$ cat src/rtl/prm_pkg.sv
// ----------------------------------------------------------------------------
// prm_pkg: shared types and constants of the peak region merger
// Field widths, register indexes, tie store entry and close descriptors.
// ----------------------------------------------------------------------------
`default_nettype none

package prm_pkg;

    localparam int POS_W   = 30;
    localparam int TREAT_W = 16;
    localparam int CTL_W   = 24;
    localparam int Q_W     = 16;
    localparam int GAP_W   = 16;

    localparam int S_TDATA_W = 88;
    localparam int M_TDATA_W = 152;
    localparam int CFG_IDX_W = 2;

    typedef logic [POS_W-1:0]   pos_t;
    typedef logic [TREAT_W-1:0] treat_t;
    typedef logic [CTL_W-1:0]   ctl_t;
    typedef logic [Q_W-1:0]     qscore_t;

    typedef enum logic [CFG_IDX_W-1:0] {
        CFG_Q_CUTOFF   = 2'd0,
        CFG_MAX_GAP    = 2'd1,
        CFG_MIN_LENGTH = 2'd2
    } cfg_reg_t;

    // one tie store entry: summit candidate of a bin
    typedef struct packed {
        pos_t    mid;
        ctl_t    ctl;
        qscore_t q;
    } tie_entry_t;

    // a peak that is being closed, before its summit is read back
    typedef struct packed {
        logic   valid;
        logic   len_ok;
        pos_t   peak_begin;
        pos_t   peak_span;
        treat_t best_treat;
        logic   ovf;
    } close_desc_t;

    typedef struct packed {
        logic    last_of_run;
        logic    ties_overflowed;
        qscore_t summit_q;
        ctl_t    apex_ctl;
        treat_t  apex_treat;
        pos_t    summit_pos;
        pos_t    peak_span;
        pos_t    peak_begin;
    } peak_result_t;

    function automatic pos_t span_of(input pos_t first, input pos_t last);
        span_of = (last >= first) ? (last - first) : '0;
    endfunction

    // summit treatment must reach the control level (1/256 units)
    function automatic logic treat_ok(input treat_t treat, input ctl_t ctl);
        treat_ok = ({treat, 8'h00} >= ctl);
    endfunction

endpackage

`default_nettype wire

$ cat src/rtl/prm_tracker.sv
// ----------------------------------------------------------------------------
// prm_tracker: open peak state and bin merge decisions
// Joins or splits bins, keeps the best treatment and tie count, issues tie
// store writes and the summit reads of the peaks closed by an item.
// ----------------------------------------------------------------------------
`default_nettype none

module prm_tracker #(
    parameter int MAX_TIES = 64,
    localparam int IDX_W = (MAX_TIES > 1) ? $clog2(MAX_TIES) : 1,
    localparam int CNT_W = $clog2(MAX_TIES + 1)
) (
    input  wire logic                   aclk,
    input  wire logic                   aresetn,
    input  wire logic                   accept,
    input  wire prm_pkg::pos_t          bin_end,
    input  wire prm_pkg::treat_t        treat_pileup,
    input  wire prm_pkg::ctl_t          control_level,
    input  wire prm_pkg::qscore_t       bin_q_score,
    input  wire logic                   chrom_last,
    input  wire logic [prm_pkg::Q_W-1:0]   q_cutoff,
    input  wire logic [prm_pkg::GAP_W-1:0] max_gap,
    input  wire prm_pkg::pos_t          min_length,
    output prm_pkg::close_desc_t        close_a,
    output prm_pkg::close_desc_t        close_b,
    output logic                        wr_en,
    output logic [IDX_W-1:0]            wr_addr,
    output prm_pkg::tie_entry_t         wr_entry,
    output logic [IDX_W-1:0]            rd_addr_a,
    output logic [IDX_W-1:0]            rd_addr_b,
    output logic                        byp_b
);

    prm_pkg::pos_t   prev_end_reg,   prev_end_next;
    logic            open_reg,       open_next;
    prm_pkg::pos_t   open_start_reg, open_start_next;
    prm_pkg::pos_t   last_end_reg,   last_end_next;
    prm_pkg::treat_t best_reg,       best_next;
    logic [CNT_W-1:0] cnt_reg,       cnt_next;
    logic            ovf_reg,        ovf_next;

    logic [prm_pkg::POS_W:0] mid_sum;
    logic [prm_pkg::POS_W:0] reach;
    logic            qual;
    logic            join_peak;
    logic            start_new;
    logic            still_open;
    prm_pkg::treat_t base_best;
    logic [CNT_W-1:0] base_cnt;
    logic            base_ovf;

    // lower-middle tie: (count + 1) / 2 - 1
    function automatic logic [IDX_W-1:0] mid_index(input logic [CNT_W-1:0] cnt);
        logic [CNT_W:0] half;
        logic [CNT_W:0] idx;
        half = ({1'b0, cnt} + (CNT_W+1)'(1)) >> 1;
        idx  = half - (CNT_W+1)'(1);
        mid_index = idx[IDX_W-1:0];
    endfunction

    always_comb begin
        mid_sum   = {1'b0, prev_end_reg} + {1'b0, bin_end};
        reach     = {1'b0, last_end_reg} + (prm_pkg::POS_W+1)'(max_gap);
        qual      = (bin_q_score > q_cutoff);
        join_peak = qual && open_reg && ({1'b0, prev_end_reg} <= reach);
        start_new = qual && !join_peak;

        base_best = start_new ? '0 : best_reg;
        base_cnt  = start_new ? '0 : cnt_reg;
        base_ovf  = start_new ? 1'b0 : ovf_reg;

        open_start_next = start_new ? prev_end_reg : open_start_reg;
        last_end_next   = qual ? bin_end : last_end_reg;
        still_open      = open_reg || qual;

        best_next = best_reg;
        cnt_next  = cnt_reg;
        ovf_next  = ovf_reg;
        wr_en     = 1'b0;
        wr_addr   = '0;
        wr_entry  = '{mid: mid_sum[prm_pkg::POS_W:1], ctl: control_level, q: bin_q_score};

        if (qual) begin
            best_next = base_best;
            cnt_next  = base_cnt;
            ovf_next  = base_ovf;
            // a zero best restarts the list on every bin
            if (base_best == '0 || treat_pileup > base_best) begin
                best_next = treat_pileup;
                cnt_next  = CNT_W'(1);
                ovf_next  = 1'b0;
                wr_en     = 1'b1;
            end else if (treat_pileup == base_best) begin
                if (base_cnt < CNT_W'(MAX_TIES)) begin
                    wr_en    = 1'b1;
                    wr_addr  = base_cnt[IDX_W-1:0];
                    cnt_next = base_cnt + CNT_W'(1);
                end else begin
                    ovf_next = 1'b1;
                end
            end
        end

        prev_end_next = chrom_last ? '0 : bin_end;
        open_next     = chrom_last ? 1'b0 : still_open;

        // peak closed by a gap, taken from the state before this item
        close_a.valid      = qual && open_reg && !join_peak;
        close_a.peak_begin = open_start_reg;
        close_a.peak_span  = prm_pkg::span_of(open_start_reg, last_end_reg);
        close_a.len_ok     = (close_a.peak_span >= min_length);
        close_a.best_treat = best_reg;
        close_a.ovf        = ovf_reg;
        rd_addr_a          = mid_index(cnt_reg);

        // peak closed at the chromosome end, after this item
        close_b.valid      = chrom_last && still_open;
        close_b.peak_begin = open_start_next;
        close_b.peak_span  = prm_pkg::span_of(open_start_next, last_end_next);
        close_b.len_ok     = (close_b.peak_span >= min_length);
        close_b.best_treat = best_next;
        close_b.ovf        = ovf_next;
        rd_addr_b          = mid_index(cnt_next);

        // summit entry written in the same cycle: forward it
        byp_b = wr_en && (wr_addr == rd_addr_b);
    end

    always_ff @(posedge aclk) begin
        if (!aresetn) begin
            prev_end_reg <= '0;
            open_reg     <= 1'b0;
            cnt_reg      <= '0;
            ovf_reg      <= 1'b0;
            best_reg     <= '0;
        end else if (accept) begin
            prev_end_reg <= prev_end_next;
            open_reg     <= open_next;
            cnt_reg      <= cnt_next;
            ovf_reg      <= ovf_next;
            best_reg     <= best_next;
        end
    end

    always_ff @(posedge aclk) begin
        if (accept) begin
            open_start_reg <= open_start_next;
            last_end_reg   <= last_end_next;
        end
    end

endmodule

`default_nettype wire

$ cat config.mk
export PLATFORM = sky130hd
export DESIGN_NAME = prm_tracker
export DESIGN_NICKNAME = d
export VERILOG_FILES = /design/src/rtl/prm_pkg.sv /design/src/rtl/prm_tracker.sv
export SDC_FILE = /design/constraint.sdc
export NUM_CORES = 1
export LEC_CHECK = 0
export ABC_CLOCK_PERIOD_IN_PS = 19000
export CORE_AREA = 2 2 155 157
export DETAILED_ROUTE_END_ITERATION = 10
export DIE_AREA = 0 0 157 159
export DONT_BUFFER_PORTS = 1
export PLACE_DENSITY_LB_ADDON = 0.08
export SYNTH_ARGS = -nofsm -noshare
export SYNTH_HDL_FRONTEND = slang
export SYNTH_SLANG_ARGS = --single-unit
$ cat constraint.sdc
create_clock -name aclk -period 19 [get_ports aclk]
set_input_delay 3.8 -clock aclk [delete_from_list [all_inputs] [get_ports aclk]]
set_output_delay 3.8 -clock aclk [all_outputs]
set_load 0.01 [all_outputs]
==> impl_metrics.ini, run 1 <==
[final_layout]
layout-drive-gt1-share_pct = 5.84
nNetsFinal = 2243
area_delta_synth_final_pct = 5.59
design_area_um2 = 15200
final_util_pct = 65.6
fill_cells = 2086
final_cells = 2188

[timing]
period_needed_ps = 18200
fmax_ghz = 0.0549
hold_violations = 0
worst_slack_ps = 801
relSlewSlack_pct = 29.0
rsz0062_at_grt = false
setup_tns_ps = 0
timing.final.setup_violations = 0
skew_ps = 11.5
slew_violations = 0
worstMarginPinSlew_ps = 1070
period_share_pct = 95.8

[power_and_ir_drop]
internal_power_uw = 791
switching_share_pct = 44.0
peakVddDrop_mv = 0.0584
leakagePower_uw = 0.00745
p_seq_share_pct = 22.8
p_comb_share_pct = 54.4
power.density_nw_per_um2 = 93.0
clkPwrFrac_pct = 22.8
power_switching_uw = 623

[clocking]
cts_root_buf = clkbuf_16
insertion_delay_ps = 430
cts_buffer_depth = 2
cts_buffers = 17
cts_tree = built
clk_pin_slew_worst_paths_ps = 50
htree_num_levels = 4
hold_buffers = 0
cts.sinks = 115

[worst_setup_path]
timing.rr.start = last_end_reg[1]$_DFFE_PP_
worst_path_max_delay_cell = ha_1
worst_setup_path_end_kind = output pin
crit_type = primary input to output pin
crit_path_start_kind = primary input
critPathArrivalTime_ps = 14400
critPathLaunch = max_gap[1]
required_ps = 15200
critPathMaxStageDelay_ps = 410
cp_max_fo = 47

[global_route]
grt_pass1_vias = 12700
overflow = 0
antenna_found_initial = 2
grt_pass1_wl_mm = 67.6
track_usage_pct = 34.0
grt_max_degree = 122

[synth]
synth_top_area_share_pct = 20.2
synth.most_common_cell = nand2_1
seq_area_frac_synth_pct = 20.2
synthTopCellsByCount = nand2_1 (245), ha_1 (233), nor2_1 (230)
synthTopCellsByArea = ha_1 (20%), edfxtp_1 (13%), dfxtp_1 (7.6%)
synth_nets = 2282
synth_ff_type = edfxtp_1
synth_edf_count = 60
ys_warn_count = 0
synth_top_area_cell = ha_1
ys_ff_latch = 115
synth-async-reset-ratio_pct = 0
synthDistinctLibCells = 79
syn_inst = 1893
synth_area_um2 = 14400
avgSynthCellArea_um2 = 7.61

[route]
via_per_inst = 6.10
ant_nets = 0
dr.pass1.iters = 5
drc = 0
via_count = 13400
drt_wl_total_mm = 43.2
wl_per_cell_um = 19.7
drt_iter0_markers = 875

[hold_path]
hp-class = flop to flop
hp-start = prev_end_reg[1]$_SDFFE_PN0P_

[die]
fp.coreArea_um2 = 23200
pin_count = 400
die_x_um = 157
start_util_pct = 62.1
placementRows = 56
fp.dieH_um = 159
die-area_um2 = 25000

[placed_design]
hpwlAfterDp_mm = 34.9
post_dp_cell_area_um2 = 14600
port_buffers = 0
pre_cts_ws_ps = 241
dp_cells = 2151
gp_congestion = 0.970

[run]
drv_cap = 0

[outcome]
status = completed
-- power groups by stage --
stage	clock (µW)	sequential, µW	combinational, µW
2_1_floorplan	0	313	568
3_3_place_gp	0	328	743
3_5_place_dp	0	328	751
4_1_cts	324	322	757
5_1_grt	335	326	851
6_report	322	323	769
-- metrics by stage --
stage	power (µW)	hold slack [ps]
2_1_floorplan	881	485
3_3_place_gp	1070	547
3_5_place_dp	1080	562
4_1_cts	1400	574
5_1_grt	1510	598
6_report	1410	577
-- layout by cell type (no fill, tap or decap), drive strengths merged, types with 21 or more instances in the layout --
cell and n:
buf 40, nor3 49, ha 233, nand2b 21
mux2i 29, inv 160, a21o 65, xor2 41
nand4 43, o21a 24, xnor2 76, a21oi 151
o21ai 59, nor2 230, nor2b 21, nand2 245
edfxtp 60, nand3 32, dfxtp 55
-- final cells by class --
class	instances	area (µm²)	share of cell area [%]
Multi-Input combinational cell	1527	10400	68.6
Sequential cell	115	2900	19.1
Inverter	153	574	3.78
Clock buffer	20	469	3.09
Tap cell	319	399	2.62
Timing Repair Buffer	40	304	2.00
Clock inverter	12	116	0.765
Antenna cell	2	5.00	0.0329
-- metal layers --
| layer | global-route usage (%) | up-vias | part of all wire, % |
|---|---|---|---|
| li1 | - | 6568 | - |
| met1 | 42.9 | 6180 | 41 |
| met2 | 56.6 | 508 | 47 |
| met3 | 8.14 | 98 | 8.5 |
| met4 | 11.4 | 0 | 3.3 |
| met5 | 0 | - | 0 |
-- critical path, delay by kind of cell --
family	cells	cell delay [ps]
AO/OA/AOI/OAI	34	6390
adder cells (fa/ha/maj)	4	1310
AND/OR/NAND/NOR	11	2050
buffers and inverters	2	500
multiplexers	1	200
XOR/XNOR	1	120
-- final timing paths --
| check | to | slack (ps) | cells past startpoint |
|---|---|---|---|
| worst max-delay path | close_b[77] | 800 | 53 |
| worst min-delay path | prev_end_reg[1]$_SDFFE_PN0P_ | 580 | 2 |
| worst max register to register | ovf_reg$_SDFFE_PN0P_ | 9580 | 37 |
| worst min register to register | prev_end_reg[1]$_SDFFE_PN0P_ | 580 | 2 |
-- logic make-up after synthesis --
group / count (synthesis) / synth area share, %
DFF: 115 / 20.2
adders and majority gates: 237 / 20.8
muxes: 32 / 2.25
and+or+nand+nor: 726 / 23.1
buffers and inverters: 251 / 7.71
AOI/OAI and AO/OA: 414 / 18.7
xor gates and xnor gates: 118 / 7.27
-- what timing repair did --
item / in CTS / in global routing
buffers inserted: 0 / 3
gates resized for setup: 0 / 9
endpoints found under the setup margin: 0 / 2
Note: power is estimated with default switching activity, not from simulation.
==> run 2: changes to the inputs <==
--- a/config.mk
+++ b/config.mk
@@ -6,11 +6,11 @@
 export NUM_CORES = 1
 export LEC_CHECK = 0
 export ABC_CLOCK_PERIOD_IN_PS = 19000
-export CORE_AREA = 2 2 155 157
+export CAP_MARGIN = 15
+export CORE_UTILIZATION = 40
 export DETAILED_ROUTE_END_ITERATION = 10
-export DIE_AREA = 0 0 157 159
 export DONT_BUFFER_PORTS = 1
-export PLACE_DENSITY_LB_ADDON = 0.08
+export PLACE_DENSITY = 0.61
 export SYNTH_ARGS = -nofsm -noshare
 export SYNTH_HDL_FRONTEND = slang
 export SYNTH_SLANG_ARGS = --single-unit
==> run 2 against run 1 <==
Routed wire length increased by 7.9%. Register-to-register slack lost 320 ps. Highest routed layer is now met5. Critical endpoint unchanged. First-iteration DRC count increased by 4.9%. Largest power group unchanged. Non-clock buffer count up 4.
==> impl_metrics.ini, run 2 (synthesis gave the netlist of run 1 again) <==
[outcome]
status = completed

[worst_setup_path]
crit_type = primary input to output pin
critPathLaunch = max_gap[1]
worst_path_max_delay_cell = fa_1
crit_top_cell = o21a_1
required_ps = 15200
critPathArrivalTime_ps = 14370
crit_path_start_kind = primary input
cp_max_fo = 8
critPathMaxStageDelay_ps = 400
timing.rr.start = last_end_reg[1]$_DFFE_PP_
worst_setup_path_end_kind = output pin

[final_layout]
fill_cells = 3635
layout_common_cells = nand2_1 (245), ha_1 (233), nor2_1 (230)
nNetsFinal = 2247
final_util_pct = 43.5
final_common_cell = nand2_1
area_delta_synth_final_pct = 7.05
layout-drive-gt1-share_pct = 5.88
antenna_cells = 0

[route]
drt_iter0_markers = 918
drt_wl_total_mm = 46.6
ant_nets = 0
via_count = 13200
wl_per_cell_um = 20.0
via_per_inst = 5.68
drc = 0
dr.pass1.iters = 6

[global_route]
grt_pass1_vias = 12500
grt_pass1_wl_mm = 70.8
antenna_found_initial = 2
track_usage_pct = 24.9
grt_max_degree = 122
overflow = 0

[timing]
hold_violations = 0
period_share_pct = 95.6
period_needed_ps = 18170
setup_tns_ps = 0
holdWs_ps = 570
relSlewSlack_pct = 27.7
worstMarginPinSlew_ps = 1080
fmax_ghz = 0.0551
skew_ps = 9.45
timing.final.setup_violations = 0
slew_violations = 0

[die]
placementRows = 69
fp.coreArea_um2 = 35500
die_x_um = 192
die-area_um2 = 36800
start_util_pct = 40.6
fp.dieH_um = 192
pin_count = 400

[clocking]
cts_buffers = 17
clk_pin_slew_worst_paths_ps = 60
insertion_delay_ps = 440
cts_tree = built
cts.sinks = 115
cts_root_buf = clkbuf_16
cts_buffer_depth = 2
htree_num_levels = 4

[power_and_ir_drop]
power.density_nw_per_um2 = 93.1
leakagePower_uw = 0.00744
peakVddDrop_mv = 0.0633

[placed_design]
gp_congestion = 0.949
hpwlAfterDp_mm = 37.7
port_buffers = 0

[hold_path]
hp-start = prev_end_reg[1]$_SDFFE_PN0P_
hp-class = flop to flop

[run]
drv_cap = 0
run 2: changes by cell type in the layout (fill, tap and decap cells not counted), sizes merged:
| cell | change |
|---|---|
| inv | -6 |
| clkbuf | -3 |
| clkinv | +7 |
| bufinv | +2 |
| diode | -2 |
| buf | +4 |
run 2: report_power, final:
part,switching [µW],internal [µW]
logic,468,312
clock network,128,204
registers,35.7,288
total,632,804
run 2: worst max-delay path, delay by kind of cell:
kind	cells	cell delay, ps
AO/OA/AOI/OAI	35	6710
AND/OR/NAND/NOR	11	1830
adder cells (fa/ha/maj)	5	1450
buffers and inverters	3	440
XOR/XNOR	1	120
run 2: area by class of cell:
cell class	instances	area, µm²	area share [%]
Clock buffer	17	425	2.76
Timing Repair Buffer	44	330	2.14
Sequential cell	115	2900	18.8
Inverter	153	574	3.72
Tap cell	461	577	3.74
Clock inverter	15	165	1.07
Multi-Input combinational cell	1527	10400	67.7
run 2: path summary, 6_finish.rpt:
| kind | slack, ps | end | cells past startpoint |
|---|---|---|---|
| worst min-delay path | 570 | prev_end_reg[1]$_SDFFE_PN0P_ | 2 |
| worst min register to register | 570 | prev_end_reg[1]$_SDFFE_PN0P_ | 2 |
| worst max register to register | 9260 | ovf_reg$_SDFFE_PN0P_ | 38 |
| worst max-delay path | 830 | close_b[77] | 55 |
run 2: routing by layer:
layer,global-route usage (%),part of all wire [%]
met1,31.4,43
met2,40.7,46
met3,6.69,8.0
met4,8.42,2.8
met5,0,0.028
run 2: repair_timing:
item | CTS | global route
setup endpoints to repair | 0 | 2
setup buffers | 0 | 6
hold buffers | 0 | 0
endpoints found under the hold margin | 0 | 0
gates resized for setup | 0 | 11
run 2: per-stage QoR:
stage	worst slack [ps]	total power [µW]	std cells	cell area [µm²]
4_1_cts	156	1430	2326	15300
3_3_place_gp	488	1080	2294	14700
5_1_grt	-19.6	1550	2332	15400
2_1_floorplan	770	881	1893	14400
6_report	835	1440	2332	15400
3_5_place_dp	206	1090	2294	14700
==> run 3: changes to the inputs <==
--- a/config.mk
+++ b/config.mk
@@ -5,12 +5,13 @@
 export SDC_FILE = /design/constraint.sdc
 export NUM_CORES = 1
 export LEC_CHECK = 0
-export ABC_CLOCK_PERIOD_IN_PS = 19000
+export ABC_CLOCK_PERIOD_IN_PS = 17500
 export CAP_MARGIN = 15
 export CORE_UTILIZATION = 40
 export DETAILED_ROUTE_END_ITERATION = 10
 export DONT_BUFFER_PORTS = 1
 export PLACE_DENSITY = 0.61
+export RECOVER_POWER = 100
 export SYNTH_ARGS = -nofsm -noshare
 export SYNTH_HDL_FRONTEND = slang
 export SYNTH_SLANG_ARGS = --single-unit
==> constraint.sdc (replaced) <==
create_clock -name aclk -period 17.5 [get_ports aclk]
set_input_delay 3.5 -clock aclk [delete_from_list [all_inputs] [get_ports aclk]]
set_output_delay 3.5 -clock aclk [all_outputs]
set_load 0.01 [all_outputs]
==> run 3 against run 2 <==
The flow now finishes with violations (max-capacitance violations, max-slew violations). Combinational power is 11% higher. Sequential power is 8.7% higher. Non-clock buffer count is 9 higher. Global-route usage hardly changed. Via count is 1.1% higher. Sequential share of layout area is 0.17 points lower. Clock-buffer cell count stayed put. Die area stayed put. Power is 10% higher. Largest cell class unchanged.
==> impl_metrics.ini, run 3 (synthesis gave the netlist of run 1 again) <==
[worst_setup_path]
worst_setup_path_end_kind = output pin
crit_top_cell = o21a_1
required_ps = 14000
critPathArrivalTime_ps = 13550
cp_max_fo = 5
critPathMaxStageDelay_ps = 420
worst_path_max_delay_cell = o41ai_4
crit_type = primary input to output pin
crit_path_start_kind = primary input
r2r_slack_ps = 8170

[hold_path]
hp-class = flop to flop

[clocking]
hold_buffers = 0
htree_num_levels = 4
cts_buffer_depth = 2
cts_buffers = 17
cts.sinks = 115
clk_pin_slew_worst_paths_ps = 60
cts_tree = built
insertion_delay_ps = 440
cts_root_buf = clkbuf_16

[timing]
worst_slack_ps = 446
slew_violations = 36
fmax_ghz = 0.0586
skew_ps = 12.6
period_needed_ps = 17050
rsz0062_at_grt = true
holdWs_ps = 576
relSlewSlack_pct = -10.5
hold_violations = 0
setup_tns_ps = 0
timing.final.setup_violations = 0
period_share_pct = 97.5
worstMarginPinSlew_ps = 1660

[route]
wl_per_cell_um = 20.1
drt_wl_total_mm = 47.0
via_per_inst = 5.71
drc = 0
via_count = 13400
dr.pass1.iters = 5
drt_iter0_markers = 784
ant_nets = 0

[die]
die-area_um2 = 36800
fp.dieH_um = 192
start_util_pct = 40.6
placementRows = 69
die_x_um = 192
fp.coreArea_um2 = 35500
pin_count = 400

[global_route]
grt_max_degree = 122
grt_pass1_vias = 12700
overflow = 0
track_usage_pct = 24.9
grt_pass1_wl_mm = 70.6
antenna_found_initial = 4

[outcome]
violations = max-capacitance violations, max-slew violations
status = finished, violations left

[final_layout]
layout-drive-gt1-share_pct = 7.07
design_area_um2 = 15600
final_cells = 2343
layout_common_cells = nand2_1 (245), ha_1 (232), nor2_1 (230)
area_delta_synth_final_pct = 8.05
nNetsFinal = 2256
final_common_cell = nand2_1

[power_and_ir_drop]
leakagePower_uw = 0.00751
peakVddDrop_mv = 0.0719
clkPwrFrac_pct = 23.3
p_seq_share_pct = 22.2
power.density_nw_per_um2 = 102
p_comb_share_pct = 54.5
internal_power_uw = 884
switching_share_pct = 44.1
power_switching_uw = 699

[placed_design]
gp_congestion = 0.942
hpwlAfterDp_mm = 38.3
dp_cells = 2302
port_buffers = 0
pre_cts_ws_ps = -481
post_dp_cell_area_um2 = 14800

[run]
drv_cap = 1
run 3: cell count changes in the layout (fill, tap and decap cells not counted), sizes merged:
cell    previous run  this run
diode              0         2
clkinv             9         7
buf               44        51
inv              154       156
clkbuf            17        19
run 3: through the flow:
step	total power, µW	utilization [%]
floorplan	957	-
global placement	1180	41.7
finish	1580	43.9
global route	1700	43.9
CTS	1570	43.6
detailed placement	1190	41.7
run 3: worst paths after layout:
| check | startpoint | end | cells after the start |
|---|---|---|---|
| worst max register to register | last_end_reg[1]$_DFFE_PP_ | best_reg[2]$_SDFFE_PN0P_ | 41 |
| worst min register to register | open_reg$_SDFFE_PN0P_ | open_reg$_SDFFE_PN0P_ | 2 |
| worst max-delay path | max_gap[1] | close_b[77] | 56 |
| worst min-delay path | open_reg$_SDFFE_PN0P_ | open_reg$_SDFFE_PN0P_ | 2 |
run 3: area by class of cell:
type	count	area, µm²
Tap cell	461	577
Sequential cell	115	2900
Clock inverter	15	181
Clock buffer	17	425
Inverter	153	574
Timing Repair Buffer	53	402
Fill cell	3568	19900
Antenna cell	2	5.00
Multi-Input combinational cell	1527	10500
run 3: repair_timing:
action,CTS,global route
resized for setup,6,21
cloned,0,0
setup buffers,2,5
pin swaps,1,7
setup endpoints to repair,1,2
run 3: worst max-delay path: cells and delay by family:
kind | cells | cell delay, ps
adders and majority gates | 5 | 1510
buffers and inverters | 3 | 400
xor gates and xnor gates | 1 | 130
and+or+nand+nor | 11 | 1490
AOI/OAI and AO/OA | 36 | 6530
run 3: per-layer routing:
layer | track usage [%] | vias to the layer above | wire [µm] | part of all wire (%)
li1 | - | 6585 | - | -
met5 | 0 | - | 10 | 0.021
met1 | 30.5 | 6315 | 19800 | 42
met2 | 41.7 | 419 | 22300 | 47
met4 | 8.30 | 2 | 1160 | 2.5
met3 | 6.72 | 64 | 3790 | 8.1
run 3: power groups by stage:
stage               logic, µW  registers, µW  clock network [µW]
CTS                       848            351                 376
floorplan                 618            339                   0
global route              961            354                 387
global placement          826            357                   0
detailed placement        836            357                   0
finish                    863            351                 369
