$ cat src/rtl/prm_pkg.sv
// ----------------------------------------------------------------------------
// prm_pkg: shared types and constants of the peak region merger
// Field widths, register indexes, tie store entry and close descriptors.
// ----------------------------------------------------------------------------
`default_nettype none

package prm_pkg;

    localparam int POS_W   = 30;
    localparam int TREAT_W = 16;
    localparam int CTL_W   = 24;
    localparam int Q_W     = 16;
    localparam int GAP_W   = 16;

    localparam int S_TDATA_W = 88;
    localparam int M_TDATA_W = 152;
    localparam int CFG_IDX_W = 2;

    typedef logic [POS_W-1:0]   pos_t;
    typedef logic [TREAT_W-1:0] treat_t;
    typedef logic [CTL_W-1:0]   ctl_t;
    typedef logic [Q_W-1:0]     qscore_t;

    typedef enum logic [CFG_IDX_W-1:0] {
        CFG_Q_CUTOFF   = 2'd0,
        CFG_MAX_GAP    = 2'd1,
        CFG_MIN_LENGTH = 2'd2
    } cfg_reg_t;

    // one tie store entry: summit candidate of a bin
    typedef struct packed {
        pos_t    mid;
        ctl_t    ctl;
        qscore_t q;
    } tie_entry_t;

    // a peak that is being closed, before its summit is read back
    typedef struct packed {
        logic   valid;
        logic   len_ok;
        pos_t   peak_begin;
        pos_t   peak_span;
        treat_t best_treat;
        logic   ovf;
    } close_desc_t;

    typedef struct packed {
        logic    last_of_run;
        logic    ties_overflowed;
        qscore_t summit_q;
        ctl_t    apex_ctl;
        treat_t  apex_treat;
        pos_t    summit_pos;
        pos_t    peak_span;
        pos_t    peak_begin;
    } peak_result_t;

    function automatic pos_t span_of(input pos_t first, input pos_t last);
        span_of = (last >= first) ? (last - first) : '0;
    endfunction

    // summit treatment must reach the control level (1/256 units)
    function automatic logic treat_ok(input treat_t treat, input ctl_t ctl);
        treat_ok = ({treat, 8'h00} >= ctl);
    endfunction

endpackage

`default_nettype wire

$ cat src/rtl/prm_emitter.sv
// ----------------------------------------------------------------------------
// prm_emitter: summit check and result output
// Holds the peaks closed by the last item until their summits are checked
// and hands the reported ones to the output register one at a time.
// ----------------------------------------------------------------------------
`default_nettype none

module prm_emitter (
    input  wire logic                  aclk,
    input  wire logic                  aresetn,
    input  wire logic                  in_valid,
    output logic                       in_ready,
    output logic                       accept,
    input  wire prm_pkg::close_desc_t  close_a,
    input  wire prm_pkg::close_desc_t  close_b,
    input  wire prm_pkg::tie_entry_t   rd_data_a,
    input  wire prm_pkg::tie_entry_t   rd_data_b,
    input  wire logic                  byp_b,
    input  wire prm_pkg::tie_entry_t   byp_entry,
    output logic                       out_valid,
    input  wire logic                  out_ready,
    output prm_pkg::peak_result_t      out_result
);

    logic                  a_valid_reg;
    logic                  b_valid_reg;
    prm_pkg::close_desc_t  a_desc_reg;
    prm_pkg::close_desc_t  b_desc_reg;
    logic                  byp_reg;
    prm_pkg::tie_entry_t   byp_entry_reg;
    logic                  out_valid_reg;
    prm_pkg::peak_result_t out_result_reg;

    prm_pkg::tie_entry_t   entry_b;
    logic                  pend_a;
    logic                  pend_b;
    logic                  out_free;

    function automatic prm_pkg::peak_result_t make_result(
        input prm_pkg::close_desc_t d,
        input prm_pkg::tie_entry_t  e,
        input logic                 last
    );
        prm_pkg::peak_result_t r;
        r.peak_begin      = d.peak_begin;
        r.peak_span       = d.peak_span;
        r.summit_pos      = e.mid;
        r.apex_treat      = d.best_treat;
        r.apex_ctl        = e.ctl;
        r.summit_q        = e.q;
        r.ties_overflowed = d.ovf;
        r.last_of_run     = last;
        make_result = r;
    endfunction

    always_comb begin
        entry_b  = byp_reg ? byp_entry_reg : rd_data_b;
        pend_a   = a_valid_reg && a_desc_reg.len_ok
                   && prm_pkg::treat_ok(a_desc_reg.best_treat, rd_data_a.ctl);
        pend_b   = b_valid_reg && b_desc_reg.len_ok
                   && prm_pkg::treat_ok(b_desc_reg.best_treat, entry_b.ctl);
        out_free = !out_valid_reg || out_ready;
        // ready if no reported peak waits, or output free and only one waits
        in_ready = (!pend_a && !pend_b) || (out_free && !(pend_a && pend_b));
        accept   = in_valid && in_ready;
    end

    always_ff @(posedge aclk) begin
        if (!aresetn) begin
            a_valid_reg   <= 1'b0;
            b_valid_reg   <= 1'b0;
            out_valid_reg <= 1'b0;
        end else begin
            if (accept) begin
                a_valid_reg <= close_a.valid;
                b_valid_reg <= close_b.valid;
            end else if (out_free) begin
                if (pend_a) begin
                    a_valid_reg <= 1'b0;
                end else if (pend_b) begin
                    b_valid_reg <= 1'b0;
                end
            end
            if (out_free) begin
                out_valid_reg <= pend_a || pend_b;
            end
        end
    end

    always_ff @(posedge aclk) begin
        if (accept) begin
            a_desc_reg    <= close_a;
            b_desc_reg    <= close_b;
            byp_reg       <= byp_b;
            byp_entry_reg <= byp_entry;
        end
        if (out_free && (pend_a || pend_b)) begin
            out_result_reg <= pend_a ? make_result(a_desc_reg, rd_data_a, !pend_b)
                                     : make_result(b_desc_reg, entry_b, 1'b1);
        end
    end

    assign out_valid  = out_valid_reg;
    assign out_result = out_result_reg;

endmodule

`default_nettype wire

$ cat config.mk
export PLATFORM = sky130hd
export DESIGN_NAME = prm_emitter
export DESIGN_NICKNAME = d
export VERILOG_FILES = /design/src/rtl/prm_pkg.sv /design/src/rtl/prm_emitter.sv
export SDC_FILE = /design/constraint.sdc
export NUM_CORES = 1
export LEC_CHECK = 0
export BUFFER_PORTS_ARGS = -buffer_cell sky130_fd_sc_hd__buf_2
export CAP_MARGIN = 10
export CORE_AREA = 2 2 201 203
export CTS_CLUSTER_DIAMETER = 120
export CTS_CLUSTER_SIZE = 14
export DETAILED_ROUTE_END_ITERATION = 8
export DIE_AREA = 0 0 203 205
export GPL_TIMING_DRIVEN = 0
export PLACE_DENSITY = 0.71
export SETUP_SLACK_MARGIN = 0.02
export SYNTH_ARGS = -nofsm -noshare
export SYNTH_HDL_FRONTEND = slang
export SYNTH_SLANG_ARGS = --single-unit
$ cat constraint.sdc
create_clock -name aclk -period 40.8 [get_ports aclk]
set_input_delay 2.04 -clock aclk [delete_from_list [all_inputs] [get_ports aclk]]
set_output_delay 2.04 -clock aclk [all_outputs]
set_load 0.1 [all_outputs]
==> results of run 1 <==
[cell usage in the layout (no fill, tap or decap), types with 2 or more instances in the layout]
master                      synthesis  layout
sky130_fd_sc_hd__o21a_1             3       3
sky130_fd_sc_hd__o21ai_0           75      75
sky130_fd_sc_hd__nand3_1            4       4
sky130_fd_sc_hd__mux2_2            77      77
sky130_fd_sc_hd__or4_1              2       2
sky130_fd_sc_hd__buf_12             0       8
sky130_fd_sc_hd__nor2_1             4       3
sky130_fd_sc_hd__nand4_1            6       6
sky130_fd_sc_hd__a21oi_1           17      17
sky130_fd_sc_hd__diode_2            0       4
sky130_fd_sc_hd__nor4_1             2       2
sky130_fd_sc_hd__clkbuf_1          17      26
sky130_fd_sc_hd__buf_1              4       4
sky130_fd_sc_hd__o32ai_1            2       2
sky130_fd_sc_hd__a221oi_1           2       2
sky130_fd_sc_hd__nand2_1           82      82
sky130_fd_sc_hd__inv_1             21      21
sky130_fd_sc_hd__buf_2             10     533
sky130_fd_sc_hd__nand2b_1           2       2
sky130_fd_sc_hd__edfxtp_1         375     375
sky130_fd_sc_hd__clkbuf_16          0      30
sky130_fd_sc_hd__ha_1              32      32
sky130_fd_sc_hd__dfxtp_1            3       3
sky130_fd_sc_hd__mux2i_1           70      70
sky130_fd_sc_hd__nor3_1             6       6
[worst paths after layout]
| path | start | end | cells after the start | slack, ns |
|---|---|---|---|---|
| setup reg to reg | byp_reg$_DFFE_PP_ | a_desc_reg[28]$_DFFE_PP_ | 15 | 35.48 |
| hold / removal | b_valid_reg$_SDFFE_PN0P_ | b_valid_reg$_SDFFE_PN0P_ | 2 | 0.48 |
| setup / recovery | rd_data_a[25] | accept | 15 | 32.36 |
| hold reg to reg | b_valid_reg$_SDFFE_PN0P_ | b_valid_reg$_SDFFE_PN0P_ | 2 | 0.48 |
[through the flow]
step                power (W)  utilization (%)
finish              0.0008177            47.96
global route        0.0008452            47.95
CTS                 0.0008252            47.93
detailed placement  0.0005618            45.86
global placement    0.0005640            45.36
floorplan           0.0005280                -
[kinds of logic (layout without fill, tap and decap cells)]
family                   after synthesis  in the layout  synth area share, %
flip-flops                           378            378                77.63
multiplexers                         147            147                10.75
AND/OR/NAND/NOR                      113            113                3.346
AO/OA/AOI/OAI                        108            108                4.050
buffers and inverters                 53            625                1.476
adder cells (fa/ha/maj)               32             32                2.746
other                                  0              4                    0
[Yosys cell counts]
library cell | instances | share of area, %
sky130_fd_sc_hd__buf_4 | 1 | 0.051
sky130_fd_sc_hd__a21oi_1 | 17 | 0.58
sky130_fd_sc_hd__mux2_2 | 77 | 5.9
sky130_fd_sc_hd__and4b_1 | 1 | 0.069
sky130_fd_sc_hd__nand2b_1 | 2 | 0.086
sky130_fd_sc_hd__o21ai_0 | 75 | 2.6
sky130_fd_sc_hd__dfxtp_1 | 3 | 0.41
sky130_fd_sc_hd__nor2b_1 | 1 | 0.043
sky130_fd_sc_hd__o32ai_1 | 2 | 0.12
sky130_fd_sc_hd__or2_1 | 1 | 0.043
sky130_fd_sc_hd__a22oi_1 | 1 | 0.051
sky130_fd_sc_hd__or4_1 | 2 | 0.10
sky130_fd_sc_hd__nor4b_1 | 1 | 0.060
sky130_fd_sc_hd__o221a_1 | 1 | 0.077
sky130_fd_sc_hd__and2_1 | 1 | 0.043
sky130_fd_sc_hd__a211o_1 | 1 | 0.060
sky130_fd_sc_hd__nand3_1 | 4 | 0.14
sky130_fd_sc_hd__mux2i_1 | 70 | 4.8
sky130_fd_sc_hd__buf_1 | 4 | 0.10
sky130_fd_sc_hd__o21a_1 | 3 | 0.15
sky130_fd_sc_hd__clkbuf_1 | 17 | 0.44
sky130_fd_sc_hd__nor4_1 | 2 | 0.086
sky130_fd_sc_hd__a21boi_0 | 1 | 0.051
sky130_fd_sc_hd__a2bb2oi_1 | 1 | 0.060
sky130_fd_sc_hd__nand2_1 | 82 | 2.1
sky130_fd_sc_hd__ha_1 | 32 | 2.7
sky130_fd_sc_hd__nor2_1 | 4 | 0.10
sky130_fd_sc_hd__buf_2 | 10 | 0.34
sky130_fd_sc_hd__edfxtp_1 | 375 | 77
sky130_fd_sc_hd__inv_1 | 21 | 0.54
sky130_fd_sc_hd__o311ai_1 | 1 | 0.060
sky130_fd_sc_hd__nor3_1 | 6 | 0.21
sky130_fd_sc_hd__a21o_1 | 1 | 0.051
sky130_fd_sc_hd__nand4_1 | 6 | 0.26
sky130_fd_sc_hd__o21ai_1 | 1 | 0.034
sky130_fd_sc_hd__a221oi_1 | 2 | 0.12
sky130_fd_sc_hd__o211ai_1 | 1 | 0.051
[final cells by class]
type	instances	area, um^2
antenna	4	10.01
buffer	32	136.4
clock buffer	39	784.5
clock inverter	1	30.03
fill	3419	20490
inverter	21	78.83
multi-input combinational	400	3057
sequential	378	11320
tap	525	656.9
timing repair buffer	532	2805
[power groups by stage]
| stage | combinational (W) | sequential, W | clock [W] |
|---|---|---|---|
| floorplan | 0.0000269 | 0.000501 | 0 |
| global placement | 0.0000942 | 0.000470 | 0 |
| detailed placement | 0.0000983 | 0.000464 | 0 |
| CTS | 0.0000987 | 0.000455 | 0.000271 |
| global route | 0.000104 | 0.000456 | 0.000285 |
| finish | 0.0000979 | 0.000455 | 0.000265 |
[routing by layer]
layer / share of wire [%] / vias to the layer above / wire [um]
met5: 0.16 / - / 67
met4: 3.1 / 10 / 1264
met3: 9.5 / 85 / 3913
met2: 49 / 460 / 20300
met1: 38 / 4566 / 15680
li1: - / 4314 / -
[critical path, stage by stage]
cell and delay, ns:
sky130_fd_sc_hd__buf_2 0.11, sky130_fd_sc_hd__inv_1 0.05, sky130_fd_sc_hd__ha_1 0.31, sky130_fd_sc_hd__a211o_1 0.27, sky130_fd_sc_hd__a21oi_1 0.13, sky130_fd_sc_hd__a21oi_1 0.16, sky130_fd_sc_hd__o21ai_0 0.36, sky130_fd_sc_hd__nand2_1 0.44
sky130_fd_sc_hd__buf_2 0.36, sky130_fd_sc_hd__buf_2 0.29, sky130_fd_sc_hd__o21a_1 0.31, sky130_fd_sc_hd__nor2_4 0.53, sky130_fd_sc_hd__buf_12 0.27, sky130_fd_sc_hd__buf_12 0.24, sky130_fd_sc_hd__buf_2 0.47
==> results.cfg, run 1 <==
[sta]
tightestPinTransition_ns = 1.023
maxSlewViolCount = 0
finalSetupViolCount = 0
setup_slack_ns = 32.36
final-hold-violation-count = 0
grt_setup_unrepaired = no
final.hold.worst_slack_ns = 0.4820
period_minus_slack_ns = 8.438
skew_ns = 0.04780
slew-limit-headroom_pct = 31.81
max_freq_ghz = 0.1185
timing.final.crit_share_pct = 20.68
tns_ns = 0

[drt]
detail_route.drc_violations = 0
detail-route-antenna-nets = 0
detail_route.vias_per_cell = 4.884
post_drt_wl_per_cell_um = 21.34
vias = 9435
first_iter_violations = 554
wirelength_um = 41230
drt_first_pass_iters = 7

[grt]
grt_pass1_vias = 9688
top_usage_layer = met2
grtUsageMet3_pct = 6.061
initial_antenna_violation_count = 10
grt_usage_pct = 18.99
grt_start_max_net_pins = 60
grt.met1_usage_pct = 22.62
grt_use_met2_pct = 33.06
grt_pass1_wl_um = 58450
global_route.overflow_total = 0

[pwr]
power_frac_seq_pct = 55.7
intPower_w = 0.0006132
combPwrFrac_pct = 12.0
power.static_leakage_nw = 7.516
power.switching_w = 0.0002045
sw_frac_of_total_pct = 25.01
p_clk_share_pct = 32.4
pwr_density_cell_mw_per_mm2 = 43.31
max-vdd-ir-drop_mv = 0.03919

[final_layout]
stdcell_area_mm2 = 0.01888
layout.nets = 1800
flip_flop_count_of_the_largest_register_after_layout = 148
layout.cells.non_filler = 1932
layout-drive-gt1-share_pct = 46.54
area_growth_syn_to_layout_pct = 29.46

[place]
placed_cells = 1888
dp.final_hpwl_um = 31400
buffers_added_on_ports = 523
placement.setup.worst_slack_ns = 32.41
place_congestion = 0.8942
postPlaceCellArea_mm2 = 0.01805

[floorplanning]
placement_rows = 73
start_util_pct = 37.04
fp.dieArea_mm2 = 0.04162
die_h_um = 205
coreArea_mm2 = 0.03937
chipWidth_um = 203
io_pins = 524

[yosys]
synth-seq-cells = 378
syn_area_per_cell_um2 = 17.55
yosysUniqueCellTypes = 37
post_syn_instances = 831
synth_nets = 1236
yosysSeqAreaShare_pct = 77.63
synth_area_mm2 = 0.01458
synthesis.yosys.warnings = 0

[worst_setup_path]
arrival_ns = 6.40
worstSetupEndpointType = primary output
setup.worst_path.class = input pin to primary output
critical_path.startpoint_type = input pin
worstPathMaxFanout = 36
required_ns = 38.76

[run]
cap_violations = 0

[cts]
cts_post_setup_buffers_inserted = 0
cts-resized-gates = 0
source_to_sink_clock_delay_at_the_later_pin_of_the_worst_skew_pair_ns = 0.61
cts_tree = built
tritoncts.num_buffers = 30
cts.reportedPaths.clkPinSlew_ns = 0.06
cts_root_buffer = sky130_fd_sc_hd__clkbuf_16
clockBufferDepth = 3
cts_hold_buffers = 0
h-tree-depth = 1
clock_sink_count = 378

[outcome]
status = complete, no violations

[hold_path]
timing.hold.worst.class = flop to flop
No activity file was read; power rests on OpenSTA's default activity.
==> run 2: changes to the inputs <==
ABC_AREA = 1   (was default)
CORE_AREA = 2 2 203 205   (was 2 2 201 203)
DIE_AREA = 0 0 205 207   (was 0 0 203 205)
PLACE_DENSITY = 0.74   (was 0.71)
clock period = 7.15 ns   (was 40.8 ns; I/O delays follow)
==> run 2 against run 1 <==
  * Worst hold slack lost 0.43 ns
  * Combinational power grew to 7.7 times the previous value
  * Die area increased by 2.0%
  * Routed wire length up 15%
  * First-iteration DRC count up 40%
  * Critical path depth increased by 7
  * Synthesized cell count grew 36%
  * Non-clock buffer count rose by 242
  * Cell area up 15%
  * Critical path type is now flop to primary output
==> results.cfg, run 2 <==
[outcome]
status = complete, no violations

[cts]
cts-resized-gates = 0
tritoncts.num_buffers = 30
cts.reportedPaths.clkPinSlew_ns = 0.07
h-tree-depth = 1
clock_sink_count = 378
clockBufferDepth = 3
source_to_sink_clock_delay_at_the_later_pin_of_the_worst_skew_pair_ns = 0.61
cts_tree = built
cts_root_buffer = sky130_fd_sc_hd__clkbuf_16

[worst_setup_path]
setup.worst_path.class = flop to primary output
worstSetupEndpointType = primary output
worst_path_largest_cell_delay_ns = 0.49
worst_path_most_repeated_cell = sky130_fd_sc_hd__nand2_1
critical_path.startpoint_type = flop
arrival_ns = 5.18
crit_slowest_cell = sky130_fd_sc_hd__buf_2
worstPathMaxFanout = 51
crit_chain = buf_4 -> buf_8 -> buf_2 -> mux2i_1 -> ha_1 -> nand2_1 -> inv_1 -> nand2_1 -> nand2_1 -> nand2_1 -> nand2_1 -> nand2_1 -> nand3_1 -> nand2_2 -> nand2_2 -> nand2_2 -> nand3_2 -> clkinvlp_4 -> buf_12 -> buf_12 -> buf_12 -> buf_2
required_ns = 6.79

[yosys]
yosysUniqueCellTypes = 24
yosysSeqAreaShare_pct = 75.42
synth_enable_flop_cells = 375
post_synth_main_area_contributors = sky130_fd_sc_hd__edfxtp_1 (75%), sky130_fd_sc_hd__nand2_1 (11%), sky130_fd_sc_hd__ha_1 (2.7%), sky130_fd_sc_hd__a31oi_2 (2.5%), sky130_fd_sc_hd__nor2_1 (1.6%)
synth-seq-cells = 378
synth_ff_type = sky130_fd_sc_hd__edfxtp_1
synthesis.yosys.warnings = 0
synth_common_cells = sky130_fd_sc_hd__nand2_1 (429), sky130_fd_sc_hd__edfxtp_1 (375), sky130_fd_sc_hd__nor2_1 (65)
synth_top_area_share_pct = 75.02
synth_nets = 1533
async_reset_ff_share_pct = 0
synthMostInstantiatedCell = sky130_fd_sc_hd__nand2_1
synth_area_mm2 = 0.01501
post_syn_instances = 1128
cell_type_with_the_highest_aggregate_area_in_the_netlist = sky130_fd_sc_hd__edfxtp_1
syn_area_per_cell_um2 = 13.31

[drt]
detail-route-antenna-nets = 0
post_drt_wl_per_cell_um = 19.27
wirelength_um = 47610
detail_route.drc_violations = 0
drt_first_pass_iters = 5
first_iter_violations = 776
vias = 11782
detail_route.vias_per_cell = 4.770

[sta]
maxSlewViolCount = 0
grt_setup_unrepaired = no
setup_slack_ns = 1.611
finalSetupViolCount = 0
skew_ns = 0.05030
tightestPinTransition_ns = 0.5791
slew-limit-headroom_pct = 61.31
period_minus_slack_ns = 5.539
timing.final.crit_share_pct = 77.47
final-hold-violation-count = 0
max_freq_ghz = 0.1805

[grt]
initial_antenna_violation_count = 10
grt_start_max_net_pins = 52
grt_pass1_wl_um = 70500
grt_usage_pct = 21.82
global_route.overflow_total = 0
grt_pass1_vias = 12509

[pwr]
power.static_leakage_nw = 9.298
p_clk_share_pct = 31.2
max-vdd-ir-drop_mv = 0.2433
pwr_density_cell_mw_per_mm2 = 225.7
power.switching_w = 0.001289
combPwrFrac_pct = 15.3
power_frac_seq_pct = 53.5
intPower_w = 0.003598
fin_total_pwr_w = 0.004888
sw_frac_of_total_pct = 26.38

[final_layout]
layout-drive-gt1-share_pct = 33.39
layout.nets = 2326
final_cell_mix = sky130_fd_sc_hd__buf_2 (549), sky130_fd_sc_hd__nand2_1 (429), sky130_fd_sc_hd__edfxtp_1 (375), sky130_fd_sc_hd__dlygate4sd3_1 (227), sky130_fd_sc_hd__nor2_1 (65)
final_common_cell = sky130_fd_sc_hd__buf_2
area_growth_syn_to_layout_pct = 44.25
flip_flop_count_of_the_largest_register_after_layout = 148

[floorplanning]
placement_rows = 74
start_util_pct = 37.18
die_h_um = 207
fp.dieArea_mm2 = 0.04244
chipWidth_um = 205
coreArea_mm2 = 0.04037
io_pins = 524

[place]
placement.setup.worst_slack_ns = 2.202
buffers_added_on_ports = 523
place_congestion = 0.8907
dp.final_hpwl_um = 31870

[run]
cap_violations = 0

[hold_path]
timing.hold.worst.class = input pin to flop
## run 2: cell count changes after synthesis, moves of 7 or more
cell | before | now
sky130_fd_sc_hd__a21oi_1 | 17 | 10
sky130_fd_sc_hd__a31oi_1 | 0 | 16
sky130_fd_sc_hd__a31oi_2 | 0 | 30
sky130_fd_sc_hd__buf_2 | 10 | 26
sky130_fd_sc_hd__inv_1 | 21 | 55
sky130_fd_sc_hd__mux2_2 | 77 | 0
sky130_fd_sc_hd__mux2i_1 | 70 | 16
sky130_fd_sc_hd__nand2_1 | 82 | 429
sky130_fd_sc_hd__nor2_1 | 4 | 65
sky130_fd_sc_hd__o21ai_0 | 75 | 28
## run 2: power by group through the flow
stage	registers [W]	clock network, W	logic, W
finish	0.00261	0.00152	0.000750
global route	0.00262	0.00163	0.000798
CTS	0.00261	0.00155	0.000740
detailed placement	0.00266	0	0.000638
global placement	0.00268	0	0.000606
floorplan	0.00290	0	0.000180
## run 2: kinds of logic (layout without fill, tap and decap cells)
logic type / after synthesis / in the layout / synth area share (%)
AND/OR/NAND/NOR: 511 / 511 / 13.04
flip-flops: 378 / 378 / 75.42
buffers and inverters: 104 / 905 / 3.217
AO/OA/AOI/OAI: 87 / 87 / 4.593
adder cells (fa/ha/maj): 32 / 32 / 2.667
multiplexers: 16 / 16 / 1.067
other: 0 / 9 / 0
## run 2: what timing repair did
item,CTS,global route
endpoints found under the hold margin,227,0
hold buffers,227,0
setup buffers,0,0
## run 2: stage by stage
stage	area [um^2]	utilization (%)	hold WS, ns	std cells	TNS, ns
2_1_floorplan	15020	-	0.4528	1128	0
3_3_place_gp	18300	45.34	0.4658	2183	-533.37
3_5_place_dp	18540	45.94	0.4730	2194	0
4_1_cts	21630	53.58	0.005056	2461	0
5_1_grt	21650	53.63	0.03487	2468	0
6_report	21650	53.64	0.04720	2470	0
## run 2: cell type report
| cell class | instances | area (um^2) |
|---|---|---|
| fillers | 3226 | 18720 |
| flip-flops and latches | 378 | 11320 |
| repair buffers | 761 | 5125 |
| multi-input cells | 646 | 3218 |
| clock buffers | 39 | 784.5 |
| well taps | 532 | 665.6 |
| plain buffers | 45 | 261.5 |
| inverters | 59 | 225.2 |
| clock inverters | 1 | 30.03 |
| diodes | 9 | 22.52 |
## run 2: path summary, 6_finish.rpt
check | endpoint | start | depth (start not counted) | slack (ns)
hold / removal | out_result[113]$_DFFE_PP_ | rd_data_a[23] | 3 | 0.05
hold reg to reg | a_valid_reg$_SDFFE_PN0P_ | a_valid_reg$_SDFFE_PN0P_ | 2 | 0.48
setup / recovery | accept | byp_reg$_DFFE_PP_ | 22 | 1.61
setup reg to reg | b_desc_reg[76]$_DFFE_PP_ | byp_reg$_DFFE_PP_ | 21 | 2.73
## run 2: layer usage
| metal | wire length [um] | GRT usage (%) | vias up |
|---|---|---|---|
| li1 | - | - | 5476 |
| met1 | 17600 | 25.65 | 5543 |
| met2 | 23950 | 38.35 | 637 |
| met3 | 4150 | 5.412 | 122 |
| met4 | 1876 | 8.137 | 4 |
| met5 | 26 | 0 | - |
## run 2: critical path, delay by kind of cell, from the launching register on
family                     cells  cell delay (ns)
muxes                          1             0.39
buffers and inverters          9             2.45
adders and majority gates      1             0.31
DFF                            1             0.33
and+or+nand+nor               11             0.99
==> run 3: changes to the inputs <==
CORE_AREA = 2 2 204 206   (was 2 2 203 205)
DIE_AREA = 0 0 206 208   (was 0 0 205 207)
PLACE_DENSITY = 0.71   (was 0.74)
clock period = 5.15 ns   (was 7.15 ns; I/O delays follow)
==> run 3 against run 2 <==
  * Worst hold slack got worse by 0.022 ns
  * Largest power group unchanged
  * Clock skew shrank 0.027 ns
  * Critical endpoint unchanged
  * Cell area rose by 1.2%
==> results.cfg, run 3 (synthesis gave the netlist of run 2 again) <==
[outcome]
status = complete, no violations

[final_layout]
final_common_cell = sky130_fd_sc_hd__buf_2
final_core_utilization_pct = 54.03
area_growth_syn_to_layout_pct = 45.96
final_cell_mix = sky130_fd_sc_hd__buf_2 (548), sky130_fd_sc_hd__nand2_1 (429), sky130_fd_sc_hd__edfxtp_1 (375), sky130_fd_sc_hd__dlygate4sd3_1 (247), sky130_fd_sc_hd__nor2_1 (65)
layout-drive-gt1-share_pct = 33.01
flip_flop_count_of_the_largest_register_after_layout = 148
layout.cells.non_filler = 2495
layout.nets = 2347
fillerInstances = 3266

[floorplanning]
io_pins = 524
placement_rows = 74
chipWidth_um = 206
coreArea_mm2 = 0.04055
die_h_um = 208
fp.dieArea_mm2 = 0.04285
start_util_pct = 37.01

[worst_setup_path]
crit_start = byp_reg$_DFFE_PP_
rr_endpoint = b_desc_reg[19]$_DFFE_PP_
timing.reg2reg.setup_slack_ns = 0.85
required_ns = 4.89
crit_slowest_cell = sky130_fd_sc_hd__buf_2
arrival_ns = 4.48
worst-r2r-cell-count = 19
worst_path_largest_cell_delay_ns = 0.48
rr_startpoint = byp_reg$_DFFE_PP_
crit_chain = buf_6 -> buf_8 -> buf_8 -> mux2i_1 -> ha_1 -> nand2_1 -> inv_1 -> nand2_1 -> nand2_1 -> a21oi_1 -> nand3_1 -> nand2_2 -> nand2_2 -> nand2_4 -> nand3_4 -> clkinvlp_4 -> buf_12 -> buf_2
setup.worst_path.class = flop to primary output
worstSetupEndpointType = primary output
critical_path.startpoint_type = flop
worst_path_most_repeated_cell = sky130_fd_sc_hd__nand2_1
worstPathMaxFanout = 37

[sta]
finalSetupViolCount = 0
period_minus_slack_ns = 4.740
slew-limit-headroom_pct = 62.29
final-hold-violation-count = 0
timing.final.crit_share_pct = 92.04
maxSlewViolCount = 0
skew_ns = 0.02353
tightestPinTransition_ns = 0.5643
tns_ns = 0
max_freq_ghz = 0.2110
grt_setup_unrepaired = no

[place]
dp.final_hpwl_um = 32520
placed_cells = 2195
buffers_added_on_ports = 523
place_congestion = 0.9477

[hold_path]
timing.hold.worst.class = input pin to flop
holdPathEnd = out_result[125]$_DFFE_PP_
worst_hold_startpoint = rd_data_a[35]
min_delay_path_depth = 3

[cts]
clockBufferDepth = 3
cts_root_buffer = sky130_fd_sc_hd__clkbuf_16
cts_tree = built
source_to_sink_clock_delay_at_the_later_pin_of_the_worst_skew_pair_ns = 0.58
clock_sink_count = 378
h-tree-depth = 1
tritoncts.num_buffers = 30
cts-resized-gates = 0
cts.reportedPaths.clkPinSlew_ns = 0.06
cts_post_setup_buffers_inserted = 0

[grt]
global_route.overflow_total = 0
grt_usage_pct = 21.33
grt_pass1_wl_um = 69180
grt_pass1_vias = 12115
grt_start_max_net_pins = 42
initial_antenna_violation_count = 11

[drt]
vias = 11856
post_drt_wl_per_cell_um = 18.95
drt_first_pass_iters = 5
detail-route-antenna-nets = 0
first_iter_violations = 922
wirelength_um = 47280
detail_route.drc_violations = 0
detail_route.vias_per_cell = 4.752

[pwr]
pwr_density_cell_mw_per_mm2 = 310.7
fin_total_pwr_w = 0.006808
power.static_leakage_nw = 9.419
max-vdd-ir-drop_mv = 0.2959

[run]
cap_violations = 0
run 3: changes by cell type in the layout (fill, tap and decap cells not counted), sizes merged:
cell,before,now
clkbuf,50,55
clkinv,1,0
buf,568,569
dlygate4sd3,227,247
run 3: repair_timing:
item | in CTS | in global routing
endpoints found under the hold margin | 247 | 0
hold buffers | 247 | 0
endpoints found under the setup margin | 0 | 0
run 3: worst max-delay path: cells and delay by family, from the launching register on:
kind,cells,cell delay [ns]
AO/OA/AOI/OAI,1,0.26
adder cells (fa/ha/maj),1,0.31
buffers and inverters,7,1.72
multiplexers,1,0.36
AND/OR/NAND/NOR,8,0.85
flip-flops,1,0.35
run 3: per-layer routing:
layer  global-route usage (%)  vias to the layer above  share of wire [%]  wire length (um)
li1                         -                     5520                  -                 -
met5                        0                        -              0.063                30
met2                    37.49                      649                 50             23850
met1                    25.71                     5563                 37             17500
met4                    8.522                        4                3.9              1821
met3                    3.900                      120                8.6              4069
run 3: cell type report:
cell class              instances  area [um^2]  area share [%]
flip-flops and latches        378        11320           51.67
plain buffers                  45        275.3           1.256
diodes                          9        22.52          0.1028
inverters                      59        225.2           1.028
repair buffers                782         5345           24.40
well taps                     532        665.6           3.038
clock buffers                  44        824.5           3.763
multi-input cells             646         3231           14.74
run 3: power by group:
group / total [W] / switching, W / internal (W)
clock: 0.00213 / 0.00104 / 0.00109
combinational: 0.00106 / 0.000680 / 0.000377
sequential: 0.00363 / 0.0000508 / 0.00357
run 3: how the worst max path moves through the flow:
| stage | endpoint | slack, ns | depth (start not counted) |
|---|---|---|---|
| finish | accept | 0.41 | 18 |
| global route | accept | 0.08 | 18 |
| CTS | accept | 0.31 | 18 |
| detailed placement | a_desc_reg[74]$_DFFE_PP_ | 0.80 | 19 |
| global placement | accept | -2.72 | 17 |
| floorplan | a_desc_reg[0]$_DFFE_PP_ | -1.12 | 16 |
run 3: per-stage QoR:
step	area [um^2]	hold WS (ns)	worst slack (ns)
floorplan	15050	0.3564	-1.120
global placement	18340	0.4335	-2.716
detailed placement	18590	0.4356	0.7969
CTS	21890	0.002215	0.3092
global route	21900	0.01488	0.07624
finish	21910	0.02546	0.4097
